## src/rtl/lbp_pkg.sv

```systemverilog
// lbp_pkg: shared constants, input action codes and the queued command word
// for the LSB-first bit packer. No dependencies.
`default_nettype none

package lbp_pkg;

  localparam int unsigned DATA_W    = 64;
  localparam int unsigned BITCNT_W  = 7;
  localparam int unsigned BYTECNT_W = 4;
  localparam int unsigned FILL_W    = 4;
  localparam int unsigned MAX_BITS  = 64;
  localparam int unsigned BYTE_BITS = 8;
  localparam int unsigned MAX_BYTES = MAX_BITS / BYTE_BITS;

  typedef enum logic [1:0] {
    ACT_BITS     = 2'd0,
    ACT_BYTES    = 2'd1,
    ACT_COMPLETE = 2'd2,
    ACT_NONE     = 2'd3
  } action_t;

  // complete is queued as an align with zero bytes
  typedef struct packed {
    logic                is_bytes;
    logic [DATA_W-1:0]   data;
    logic [BITCNT_W-1:0] count;
  } cmd_t;

  function automatic logic [BYTE_BITS-1:0] low_mask(input logic [FILL_W-1:0] n);
    logic [BYTE_BITS-1:0] m;
    if (n >= FILL_W'(BYTE_BITS)) begin
      m = '1;
    end else begin
      m = BYTE_BITS'((9'd1 << n) - 9'd1);
    end
    return m;
  endfunction

endpackage

`default_nettype wire

```

## src/rtl/lbp_if.sv

```systemverilog
// lbp_item_if / lbp_byte_if: valid/ready channels for input words and
// output stream bytes. Depends on lbp_pkg.
`default_nettype none

interface lbp_item_if import lbp_pkg::*; ();
  logic                 valid;
  logic                 ready;
  logic [1:0]           action;
  logic [DATA_W-1:0]    data_bits;
  logic [BITCNT_W-1:0]  bit_count;
  logic [BYTECNT_W-1:0] byte_count;

  modport source (output valid, action, data_bits, bit_count, byte_count, input ready);
  modport sink   (input valid, action, data_bits, bit_count, byte_count, output ready);
endinterface

interface lbp_byte_if ();
  logic       valid;
  logic       ready;
  logic [7:0] out_byte;
  logic       last;

  modport source (output valid, out_byte, last, input ready);
  modport sink   (input valid, out_byte, last, output ready);
endinterface

`default_nettype wire

```

## src/rtl/lsb_first_bit_packer_core.sv

```systemverilog
// lsb_first_bit_packer_core: top level, front classifier, command queue and
// back packer. Depends on lbp_pkg, lbp_if, lbp_front, lbp_queue, lbp_back.
//
//   port    dir   handshake     payload
//   item    sink  valid/ready   action, data_bits, bit_count, byte_count
//   result  src   valid/ready   out_byte, last
//
// One output byte per cycle once a command is running, while the output
// does not stall; each word is loaded in the back part's idle state, and
// byte and complete words also pass through the align state.
// Sync reset clears the queue, the pending byte, the fill level and output.
// Input stalls only when the queue (QUEUE_DEPTH words) is full; output
// stalls hold the back part but not the front.
`default_nettype none

module lsb_first_bit_packer_core import lbp_pkg::*; #(
  parameter int unsigned QUEUE_DEPTH = 2
) (
  input  logic       clk,
  input  logic       rst,
  lbp_item_if.sink   item,
  lbp_byte_if.source result
);

  cmd_t wr_cmd;
  cmd_t rd_cmd;
  logic push;
  logic full;
  logic pop;
  logic empty;

  lbp_front u_front (
    .item (item),
    .cmd  (wr_cmd),
    .push (push),
    .full (full)
  );

  lbp_queue #(
    .DEPTH (QUEUE_DEPTH)
  ) u_queue (
    .clk    (clk),
    .rst    (rst),
    .push   (push),
    .wr_cmd (wr_cmd),
    .full   (full),
    .pop    (pop),
    .rd_cmd (rd_cmd),
    .empty  (empty)
  );

  lbp_back u_back (
    .clk    (clk),
    .rst    (rst),
    .head   (rd_cmd),
    .empty  (empty),
    .pop    (pop),
    .result (result)
  );

endmodule

`default_nettype wire

```

## src/rtl/lbp_front.sv

```systemverilog
// lbp_front: accepts input words, saturates counts and turns each word into
// a queued command; bit words with zero count and unused codes are dropped. Uses lbp_pkg.
`default_nettype none

module lbp_front import lbp_pkg::*; (
  lbp_item_if.sink item,
  output cmd_t     cmd,
  output logic     push,
  input  logic     full
);

  action_t             act;
  logic                keep;
  logic [BITCNT_W-1:0] nbits;
  logic [BITCNT_W-1:0] nbytes;

  assign act = action_t'(item.action);

  always_comb begin
    nbits  = (item.bit_count > BITCNT_W'(MAX_BITS)) ? BITCNT_W'(MAX_BITS) : item.bit_count;
    nbytes = (item.byte_count > BYTECNT_W'(MAX_BYTES)) ? BITCNT_W'(MAX_BYTES)
                                                       : BITCNT_W'(item.byte_count);
    cmd.data     = item.data_bits;
    cmd.is_bytes = 1'b1;
    cmd.count    = '0;
    keep         = 1'b0;
    case (act)
      ACT_BITS: begin
        cmd.is_bytes = 1'b0;
        cmd.count    = nbits;
        keep         = (nbits != '0);
      end
      ACT_BYTES: begin
        cmd.count = nbytes;
        keep      = 1'b1;
      end
      ACT_COMPLETE: begin
        keep = 1'b1;
      end
      default: begin
        keep = 1'b0;
      end
    endcase
  end

  assign item.ready = !full;
  assign push       = item.valid && !full && keep;

endmodule

`default_nettype wire

```

## src/rtl/lbp_queue.sv

```systemverilog
// lbp_queue: short command queue between front and back, register array
// with head read. Uses lbp_pkg for cmd_t.
`default_nettype none

module lbp_queue import lbp_pkg::*; #(
  parameter int unsigned DEPTH = 2
) (
  input  logic clk,
  input  logic rst,
  input  logic push,
  input  cmd_t wr_cmd,
  output logic full,
  input  logic pop,
  output cmd_t rd_cmd,
  output logic empty
);

  localparam int unsigned AW = (DEPTH > 1) ? $clog2(DEPTH) : 1;
  localparam int unsigned CW = $clog2(DEPTH + 1);

  cmd_t          mem [DEPTH];
  logic [AW-1:0] wr_ptr;
  logic [AW-1:0] rd_ptr;
  logic [CW-1:0] count;
  logic          do_push;
  logic          do_pop;

  assign full    = (count == CW'(DEPTH));
  assign empty   = (count == '0);
  assign do_push = push && !full;
  assign do_pop  = pop && !empty;
  assign rd_cmd  = mem[rd_ptr];

  always_ff @(posedge clk) begin
    if (rst) begin
      wr_ptr <= '0;
      rd_ptr <= '0;
      count  <= '0;
    end else begin
      if (do_push) begin
        wr_ptr <= (wr_ptr == AW'(DEPTH - 1)) ? '0 : wr_ptr + 1'b1;
      end
      if (do_pop) begin
        rd_ptr <= (rd_ptr == AW'(DEPTH - 1)) ? '0 : rd_ptr + 1'b1;
      end
      if (do_push && !do_pop) begin
        count <= count + 1'b1;
      end else if (do_pop && !do_push) begin
        count <= count - 1'b1;
      end
    end
  end

  always_ff @(posedge clk) begin
    if (do_push) begin
      mem[wr_ptr] <= wr_cmd;
    end
  end

endmodule

`default_nettype wire

```

## src/rtl/lbp_back.sv

```systemverilog
// lbp_back: executes queued commands, holds the pending byte and fill level,
// drives the output byte register. Uses lbp_pkg and lbp_byte_if.
`default_nettype none

module lbp_back import lbp_pkg::*; (
  input  logic       clk,
  input  logic       rst,
  input  cmd_t       head,
  input  logic       empty,
  output logic       pop,
  lbp_byte_if.source result
);

  typedef enum logic [3:0] {
    S_IDLE  = 4'b0001,
    S_BITS  = 4'b0010,
    S_ALIGN = 4'b0100,
    S_BYTES = 4'b1000
  } state_t;

  state_t               state, state_next;
  logic [DATA_W-1:0]    data, data_next;
  logic [BITCNT_W-1:0]  rem, rem_next;
  logic [BYTE_BITS-1:0] pend, pend_next;
  logic [FILL_W-1:0]    fill, fill_next;
  logic                 out_valid;
  logic [7:0]           out_byte;
  logic                 out_last;

  logic                 slot_free;
  logic                 emit;
  logic [7:0]           emit_byte;
  logic                 emit_last;
  logic [FILL_W-1:0]    room;
  logic [FILL_W-1:0]    take;
  logic [BITCNT_W-1:0]  rem_take;
  logic [BYTE_BITS-1:0] chunk;

  assign slot_free = !out_valid || result.ready;

  always_comb begin
    room     = fill[3] ? FILL_W'(BYTE_BITS) : FILL_W'(BYTE_BITS) - fill;
    take     = (rem <= BITCNT_W'(room)) ? rem[FILL_W-1:0] : room;
    rem_take = rem - BITCNT_W'(take);
    chunk    = data[BYTE_BITS-1:0] & low_mask(take);
  end

  always_comb begin
    state_next = state;
    data_next  = data;
    rem_next   = rem;
    pend_next  = pend;
    fill_next  = fill;
    emit       = 1'b0;
    emit_byte  = pend;
    emit_last  = 1'b0;
    pop        = 1'b0;
    case (state)
      S_IDLE: begin
        if (!empty) begin
          pop        = 1'b1;
          data_next  = head.data;
          rem_next   = head.count;
          state_next = head.is_bytes ? S_ALIGN : S_BITS;
        end
      end
      S_BITS: begin
        // a full pending byte leaves when the next bit arrives or on an align
        if (fill[3]) begin
          if (slot_free) begin
            emit       = 1'b1;
            emit_last  = (rem <= BITCNT_W'(BYTE_BITS));
            pend_next  = chunk;
            fill_next  = take;
            data_next  = data >> take;
            rem_next   = rem_take;
            state_next = (rem_take == '0) ? S_IDLE : S_BITS;
          end
        end else begin
          pend_next  = pend | BYTE_BITS'(chunk << fill[2:0]);
          fill_next  = fill + take;
          data_next  = data >> take;
          rem_next   = rem_take;
          state_next = (rem_take == '0) ? S_IDLE : S_BITS;
        end
      end
      S_ALIGN: begin
        if (slot_free) begin
          if (fill != '0) begin
            emit      = 1'b1;
            emit_last = (rem == '0);
          end
          pend_next  = '0;
          fill_next  = '0;
          state_next = (rem == '0) ? S_IDLE : S_BYTES;
        end
      end
      S_BYTES: begin
        if (slot_free) begin
          emit       = 1'b1;
          emit_byte  = data[7:0];
          emit_last  = (rem == BITCNT_W'(1));
          data_next  = data >> BYTE_BITS;
          rem_next   = rem - 1'b1;
          state_next = (rem == BITCNT_W'(1)) ? S_IDLE : S_BYTES;
        end
      end
      default: begin
        state_next = S_IDLE;
      end
    endcase
  end

  always_ff @(posedge clk) begin
    if (rst) begin
      state     <= S_IDLE;
      pend      <= '0;
      fill      <= '0;
      out_valid <= 1'b0;
    end else begin
      state <= state_next;
      pend  <= pend_next;
      fill  <= fill_next;
      if (emit) begin
        out_valid <= 1'b1;
      end else if (result.ready) begin
        out_valid <= 1'b0;
      end
    end
  end

  always_ff @(posedge clk) begin
    data <= data_next;
    rem  <= rem_next;
    if (emit) begin
      out_byte <= emit_byte;
      out_last <= emit_last;
    end
  end

  assign result.valid    = out_valid;
  assign result.out_byte = out_byte;
  assign result.last     = out_last;

  a_fill_range: assert property (@(posedge clk) disable iff (rst)
    fill <= FILL_W'(BYTE_BITS))
    else $error("fill level above one byte");

  a_pend_clean: assert property (@(posedge clk) disable iff (rst)
    !fill[3] |-> ((pend >> fill[2:0]) == '0))
    else $error("pending byte has bits above fill level");

  a_bits_rem: assert property (@(posedge clk) disable iff (rst)
    (state == S_BITS) |-> (rem != '0))
    else $error("bit command running with nothing left");

  a_bytes_rem: assert property (@(posedge clk) disable iff (rst)
    (state == S_BYTES) |-> (rem != '0))
    else $error("byte command running with nothing left");

  a_emit_free: assert property (@(posedge clk) disable iff (rst)
    emit |-> slot_free)
    else $error("byte emitted over an unread output");

endmodule

`default_nettype wire

```

## src/flat_wrapper.sv

```systemverilog
// flat-port wrapper written by rule: the top's interface ports become plain ports
module lsb_first_bit_packer_core_flat import lbp_pkg::*;
#(
  parameter int unsigned QUEUE_DEPTH = 2
)
  (clk, rst, item_valid, item_action, item_data_bits, item_bit_count, item_byte_count, item_ready, result_valid, result_out_byte, result_last, result_ready);
  lbp_item_if item_i ();
  lbp_byte_if result_i ();
  input  logic clk;
  input  logic rst;
  input wire logic [$bits(item_i.valid)-1:0] item_valid;
  input wire logic [$bits(item_i.action)-1:0] item_action;
  input wire logic [$bits(item_i.data_bits)-1:0] item_data_bits;
  input wire logic [$bits(item_i.bit_count)-1:0] item_bit_count;
  input wire logic [$bits(item_i.byte_count)-1:0] item_byte_count;
  output wire logic [$bits(item_i.ready)-1:0] item_ready;
  output wire logic [$bits(result_i.valid)-1:0] result_valid;
  output wire logic [$bits(result_i.out_byte)-1:0] result_out_byte;
  output wire logic [$bits(result_i.last)-1:0] result_last;
  input wire logic [$bits(result_i.ready)-1:0] result_ready;
  assign item_i.valid = item_valid;
  assign item_i.action = item_action;
  assign item_i.data_bits = item_data_bits;
  assign item_i.bit_count = item_bit_count;
  assign item_i.byte_count = item_byte_count;
  assign item_ready = item_i.ready;
  assign result_valid = result_i.valid;
  assign result_out_byte = result_i.out_byte;
  assign result_last = result_i.last;
  assign result_i.ready = result_ready;
  lsb_first_bit_packer_core #(.QUEUE_DEPTH(QUEUE_DEPTH)) u_core (.clk(clk), .rst(rst), .item(item_i), .result(result_i));
endmodule
```

## config.mk

```make
export PLATFORM = sky130hd
export DESIGN_NAME = lsb_first_bit_packer_core_flat
export DESIGN_NICKNAME = d
export VERILOG_FILES = /design/src/rtl/lbp_pkg.sv /design/src/rtl/lbp_if.sv /design/src/rtl/lsb_first_bit_packer_core.sv /design/src/rtl/lbp_front.sv /design/src/rtl/lbp_queue.sv /design/src/rtl/lbp_back.sv /design/src/flat_wrapper.sv
export SDC_FILE = /design/constraint.sdc
export NUM_CORES = 1
export LEC_CHECK = 0
export ABC_CLOCK_PERIOD_IN_PS = 13900
export BUFFER_PORTS_ARGS = -buffer_cell sky130_fd_sc_hd__clkbuf_2
export CORE_MARGIN = 2
export CORE_UTILIZATION = 60
export CTS_BUF_LIST = sky130_fd_sc_hd__clkbuf_2 sky130_fd_sc_hd__clkbuf_4 sky130_fd_sc_hd__clkbuf_8
export DETAILED_ROUTE_END_ITERATION = 6
export PLACE_DENSITY = 0.82
export SLEW_MARGIN = 15
export SYNTH_ARGS = -nofsm -noshare
export SYNTH_HDL_FRONTEND = slang
export SYNTH_SLANG_ARGS = --single-unit
export TNS_END_PERCENT = 1
```

## constraint.sdc

```tcl
create_clock -name clk -period 13.9 [get_ports clk]
set_clock_uncertainty 0.15 [all_clocks]
set_input_delay 0.695 -clock clk [delete_from_list [all_inputs] [get_ports clk]]
set_output_delay 0.695 -clock clk [all_outputs]
set_load 0.05 [all_outputs]
```

# Word level (Yosys, flattened, before mapping)
# Memories as Yosys holds them, arrays and structs flattened. A register that Yosys moved wholly into a read port is not among the register bits.
# Cells that the tools add are included.
# totals
ff_bits	101
ram_bits	144
inputBits	81
mem_count	1
# memory_table
memory	words	width	read_ports	rd_ports_with_merged_regs	write_ports	line_no	source
u_core.u_queue.mem	2	72	1	1	1	lbp_queue.sv:21	cmd_t mem [DEPTH];
# classes
n_addsub	9
order_cmp	5
n_eq_ne	12
shifts	3
muxes	61
bitwise	2
reduce_logical	27
# ops
op	n
64-bit 2-to-1 mux	4
64-bit one-hot mux with 3 select lines	1
64-bit by 4-bit right shift with 64-bit output	1
4-bit 2-to-1 mux	13
8-bit 2-to-1 mux	6
7-bit 2-to-1 mux	5
7-bit one-hot mux with 3 select lines	1
1-bit 2-to-1 mux	20
4-bit one-hot mux with 4 select lines	1
8-bit one-hot mux with 2 select lines	1
7-bit zero test	2
7-bit one-hot mux with 2 select lines	1
8-bit AND	1
8-bit OR	1
4-bit one-hot mux with 2 select lines	1
4-bit AND reduction	2
1-bit by 4-bit << shifter with 8-bit output, first input constant	1
8-bit by 3-bit << shifter with 8-bit output	1
8-bit by 1-bit subtractor with 8-bit output, second input constant	1
7-bit by 1-bit equality test with 1-bit output, second input constant	1
7-bit greater-than comparator, second input constant	1
7-bit by 4-bit <= comparator with 1-bit output	1
7-bit by 4-bit <= comparator with 1-bit output, second input constant	1
7-bit nonzero test	1
31 further kinds	50

# Logic depth before layout (Yosys ltp)
# logic_depth
word_depth	12
ltp_mapped	25
ltp_nobuf	19

# Modules after synthesis
# From an unflattened synthesis, not the netlist that was laid out.
# hier_totals
hier_cells	1176
area_unflattened_um2	14202.4
# modules_own_cells
mod	instances	cells_per_inst	area_each_um2	seq_area_each_um2
lbp_back	1	842	8169.1	2742.6
lbp_queue	1	249	5392.7	4424.2
lbp_front	1	85	640.6	0.0

# Least setup slack after synthesis
# OpenSTA, ideal clock, no wires.
# synth_timing
path_kind	reg2reg
startpoint	reg u_core.u_back.state[1]
endpoint	reg u_core.u_back.data[0] (enable)
setup_time_ns	0.606
t_arrival_ns	6.493
required_ns	13.144
path_slack_ns	6.651
stages_incl_launch_ff	6
cell_sequence	dfxtp_1 clkbuf_1 nor4b_1 clkbuf_1 nor2_1 a211oi_1
# synth_between
elab_chain_cells	3
word_cells_on_any_way	8
classes_between	6 x eq/ne; 2 x reduce/logical
# synth_lines
item	line_no	source
from (decl)	lbp_back.sv:21	state_t state, state_next;
from (signal assigned)	lbp_back.sv:121	state <= state_next;
4-bit by 2-bit equality test with 1-bit output (tied with other cells)	lbp_back.sv:58	case (state)
3-bit inequality test (no line) (tied with other cells)	-	
4-bit AND reduction (no line) (*)	-	
to (signal assigned)	lbp_back.sv:133	data <= data_next;
to (decl)	lbp_back.sv:22	logic [DATA_W-1:0] data, data_next;
# Every way passes the cells marked *; elsewhere a longest branch is shown, timed or not.
# A chain may end at the register's enable or synchronous reset.

# Final worst setup path
# layout_timing
startpoint	reg u_core.u_back.fill[0]
endpoint	reg u_core.u_back.pend[6]
# layout_between
elab_chain_cells	12
word_cells_on_any_way	14
classes_between	2 x add/sub; 2 x order compare; 2 x shift; 6 x mux; 2 x bitwise
# layout_lines
item	line_no	source
from (decl)	lbp_back.sv:25	logic [FILL_W-1:0] fill, fill_next;
from (signal assigned)	lbp_back.sv:123	fill <= fill_next;
4-bit subtractor	lbp_back.sv:42	room = fill[3] ? FILL_W'(BYTE_BITS) : FILL_W'(BYTE_BITS) - fill;
4-bit 2-to-1 mux	lbp_back.sv:42	
7-bit by 4-bit <= comparator with 1-bit output	lbp_back.sv:43	take = (rem <= BITCNT_W'(room)) ? rem[FILL_W-1:0] : room;
4-bit 2-to-1 mux	lbp_back.sv:43	
1-bit by 4-bit << shifter with 8-bit output	lbp_pkg.sv:34	m = BYTE_BITS'((9'd1 << n) - 9'd1);
8-bit by 1-bit subtractor with 8-bit output	lbp_pkg.sv:34	
8-bit 2-to-1 mux	lbp_pkg.sv:31	if (n >= FILL_W'(BYTE_BITS)) begin
8-bit AND	lbp_back.sv:45	chunk = data[BYTE_BITS-1:0] & low_mask(take);
8-bit by 3-bit << shifter with 8-bit output	lbp_back.sv:80	pend_next = pend | BYTE_BITS'(chunk << fill[2:0]);
8-bit OR	lbp_back.sv:80	
8-bit 2-to-1 mux (*)	lbp_back.sv:69	if (fill[3]) begin
8-bit one-hot mux with 2 select lines (*)	lbp_back.sv:58	
to (signal assigned)	lbp_back.sv:122	pend <= pend_next;
to (decl)	lbp_back.sv:24	logic [BYTE_BITS-1:0] pend, pend_next;
# Every way passes the cells marked *; elsewhere a longest branch is shown, timed or not. The select of a mux whose other input is x is not followed.

==> run summary <==
========================================================================================
Overflow left after global routing                                                     0
Final-report setup violation count                                                     0
Worst EP required                                                               14.16 ns
Fraction of synthesized cell area taken by the top area cell type                  48.5%
Initial core utilization                                                           61.2%
DIE WIDTH                                                                         156 µm
Die Y-Extent                                                                      156 µm
Master of the slowest instance on the critical path                         sky130_fd_sc_hd__o32a_1
Die footprint                                                                  24300 µm²
Post-cts gate resize count                                                             0
IO Count                                                                              92
Highest ir drop seen on vdd                                                     0.129 mV
Synthesized area divided by synthesized cell count                              11.0 µm²
Fin. Hold Viols                                                                        0
Critical path arrival                                                            7.62 ns
Buffer type at the clock tree root                                          sky130_fd_sc_hd__clkbuf_8
Number of maximum-capacitance constraint violations                                    0
Antenna cells                                                                          0
Area taken by multi-input logic gates                                           6260 µm²
Post-synth EDFFs                                                                     224
Count of port buffers added during placement                                          91
Endpoint class of the critical path                                            flip-flop
Worst-path fanout max                                                                 81
Asr flop ratio synth                                                                  0%
TritonCTS buffer count                                                                42
Maximum number of pins on one net before global-route repair                          82
DRC Markers                                                                            2
Count of different cell masters after synthesis                                       79
CTS tree                                                                             yes
CP peak stage delay                                                              0.89 ns
Cell seen most often among critical-path stages                             sky130_fd_sc_hd__ha_1
FF-to-FF Start                                                              u_core.u_back.fill[0]
Setup repair after global routing missed its margin                                   no
Sequential cell area                                                            7170 µm²
Final TNS setup                                                                     0 ns
Core box area                                                                  22600 µm²
H-tree lvl count                                                                       2
Outcome                                                                     finished, violations left
Insertion delay of the later-clocked pin in the worst-skew pair                  0.56 ns
Proportion of layout cells with a drive suffix above 1                             15.8%
Total half-perimeter wirelength after legalization and detailed placement        25.6 mm
Leading cell types in the layout, fill and taps excluded                    224 x sky130_fd_sc_hd__edfxtp_1, 145 x sky130_fd_sc_hd__mux2i_1, 105 x sky130_fd_sc_hd__a21oi_1
Startpoint of the most critical setup path                                  u_core.u_back.fill[0]
Share of synthesized area occupied by flip-flops and latches                       51.7%
Post-detailed-route via-to-cell ratio                                               6.85
Warnings from Yosys                                                                    0
Gate count after technology mapping                                                 1265
Total clock sinks                                                                    246
Number of pins exceeding their max-slew limit in the final report                      0
Worst setup path class                                                      flip-flop to flip-flop
Most used flip-flop cell after synthesis                                    sky130_fd_sc_hd__edfxtp_1
Failing checks                                                              design-rule violations
Post-detailed-route count of antenna-violating nets                                    0
Min Clock Period, post-route                                                     7.35 ns
Ordered cell list for the critical path                                     clkinv_1 > ha_1 > nor2b_1 > inv_1 > ha_1 > nand2b_1 > a21oi_1 > o32a_1 > and2_4 > clkinv_8 > nor2_1 > nand2_1 > ha_1 > mux4_2 > o21ai_1 > nor2_1 > a2111oi_0 > a31oi_1
Via count of the first global-routing pass                                         10800
Post-CTS Setup Repair Bufs                                                             0
Number of register bits inferred by synthesis                                        246
Number of vias after detailed routing                                              11200
Netlist area before placement                                                  13900 µm²
Cell Pwr Density                                                              213 nW/µm²
Cell type with the highest aggregate area in the netlist                    sky130_fd_sc_hd__edfxtp_1
Main area contributors after synthesis                                      sky130_fd_sc_hd__edfxtp_1 49%, sky130_fd_sc_hd__mux2i_1 10%, sky130_fd_sc_hd__a211oi_1 4.1%, sky130_fd_sc_hd__a21oi_1 3.8%, sky130_fd_sc_hd__dfxtp_1 3.2%
Pleak                                                                            5.30 nW
Area added between synthesis and finish                                            9.86%
Clk buf depth                                                                          3
Share of the clock period used by the worst path after layout                      52.9%
Post-detailed-routing wire length                                                38.0 mm
Tightest hold margin                                                            0.178 ns
DRC marker count from the first detailed-route iteration                            1270
Count of filler cells inserted in the layout                                        1681
Slew of the pin with the lowest slew margin                                      1.09 ns
Slew Limit Headroom                                                                27.0%
Most common cell after layout, fill and taps aside                          sky130_fd_sc_hd__edfxtp_1
DRT Pass-1 Iters                                                                       7
Startpoint Class                                                               flip-flop
Wire length of the first global-routing pass                                     59.3 mm
Number of antenna violations at the first check in global routing                      0
Final #Nets                                                                         1423
Total routing usage reported by global routing                                     31.2%
Net count after synthesis                                                           1367
Last weighted congestion value of the routability-driven placer                    0.938
Average wire length per cell after detail routing                                23.3 µm
Launch instance of the worst min-delay path                                 item_data_bits[19]
Hold-fix buffers at CTS                                                                0
Timing-limited maximum frequency                                                 136 MHz
Row count                                                                             55
Hold Crit Class                                                             input port to flip-flop
Clock-pin slew on the worst setup and hold paths                                 0.06 ns
========================================================================================
registers in the layout, summed over array words and instances, names as in the netlist, named ones only:
signal / cells
u_core.u_back.data: 64
u_core.u_back.pend: 8
u_core.u_queue.count: 2
u_core.u_back.result.last: 1
u_core.u_back.rem: 7
u_core.u_back.result.valid: 1
u_core.u_queue.mem: 144
u_core.u_back.state: 4
u_core.u_back.result.out_byte: 8
u_core.u_queue.rd_ptr: 1
u_core.u_back.fill: 4
u_core.u_queue.wr_ptr: 1
power breakdown:
| part | leakage [nW] | total [mW] | internal, mW | switching (mW) |
|---|---|---|---|---|
| sequential | 2.26 | 1.28 | 1.06 | 0.219 |
| clock | 0.417 | 0.628 | 0.330 | 0.298 |
| combinational | 2.63 | 1.34 | 0.465 | 0.876 |
path summary, 6_finish.rpt:
check / to / cells past startpoint / slack [ns]
hold / removal: u_core.u_queue.mem[0][26] / 1 / 0.18
setup reg to reg: u_core.u_back.pend[6] / 18 / 6.55
setup / recovery: u_core.u_back.pend[6] / 18 / 6.55
hold reg to reg: u_core.u_back.pend[0] / 2 / 0.33
synthesized netlist by cell type (all sizes together) (3+ instances only):
cell type,instances
mux4,4
a31oi,11
a22oi,21
o211ai,32
and3,30
ha,20
and2,5
a311oi,4
nand2b,9
nand2,67
nand3,47
a22o,5
nor4b,4
o21ai,57
nor3,37
inv,18
nand4,3
clkbuf,58
o22ai,8
mux2,11
xor2,10
nor2b,7
a32oi,3
a21oi,105
o311ai,3
or3,3
edfxtp,224
o31ai,3
o2111ai,4
dfxtp,22
clkinv,3
o221ai,23
a211oi,75
nor2,103
xnor2,9
buf,34
a21o,4
mux2i,147
worst max-delay path: cells and delay by family, from the launching register on:
kind	cells	cell delay (ns)
AO/OA/AOI/OAI	5	2.19
AND/OR/NAND/NOR	6	1.58
adder cells (fa/ha/maj)	3	1.12
buffers and inverters	3	0.96
flip-flops	1	0.69
multiplexers	1	0.47
stage by stage:
stage               instances  utilization (%)  instance area [µm²]  total power, mW  worst slack, ns
floorplan                1265                -                13900             2.20             6.65
global placement         1562             63.7                14400             2.56             6.82
detailed placement       1562             63.7                14400             2.58             6.77
CTS                      1635             67.2                15200             3.21             6.75
global route             1635             67.3                15200             3.40             5.92
finish                   1635             67.3                15200             3.25             6.55
cell type report:
type / count / share of cell area [%]
clock buffers: 52 / 4.29
flip-flops and latches: 246 / 47.1
clock inverters: 21 / 0.929
inverters: 21 / 0.616
well taps: 285 / 2.34
multi-input cells: 906 / 41.1
repair buffers: 104 / 3.63
metal layers:
layer  wire length, µm  vias to the layer above  global-route usage (%)
met3              3500                      113                    7.28
met1             15400                     5374                    42.1
li1                  -                     5066                       -
met4              1670                        0                    14.4
met5                 0                        -                       0
met2             17500                      650                    48.2
cells by family (layout without fill, tap and decap cells):
family	after synthesis	after routing	synth area share, %
buf+inv	113	198	3.58
simple gates	325	325	11.2
compound gates	379	379	18.1
xor+xnor	19	19	1.20
mux	162	162	12.3
flops	246	246	51.7
fa+ha+maj	21	21	1.95
Power figures use the tool's default switching activity.
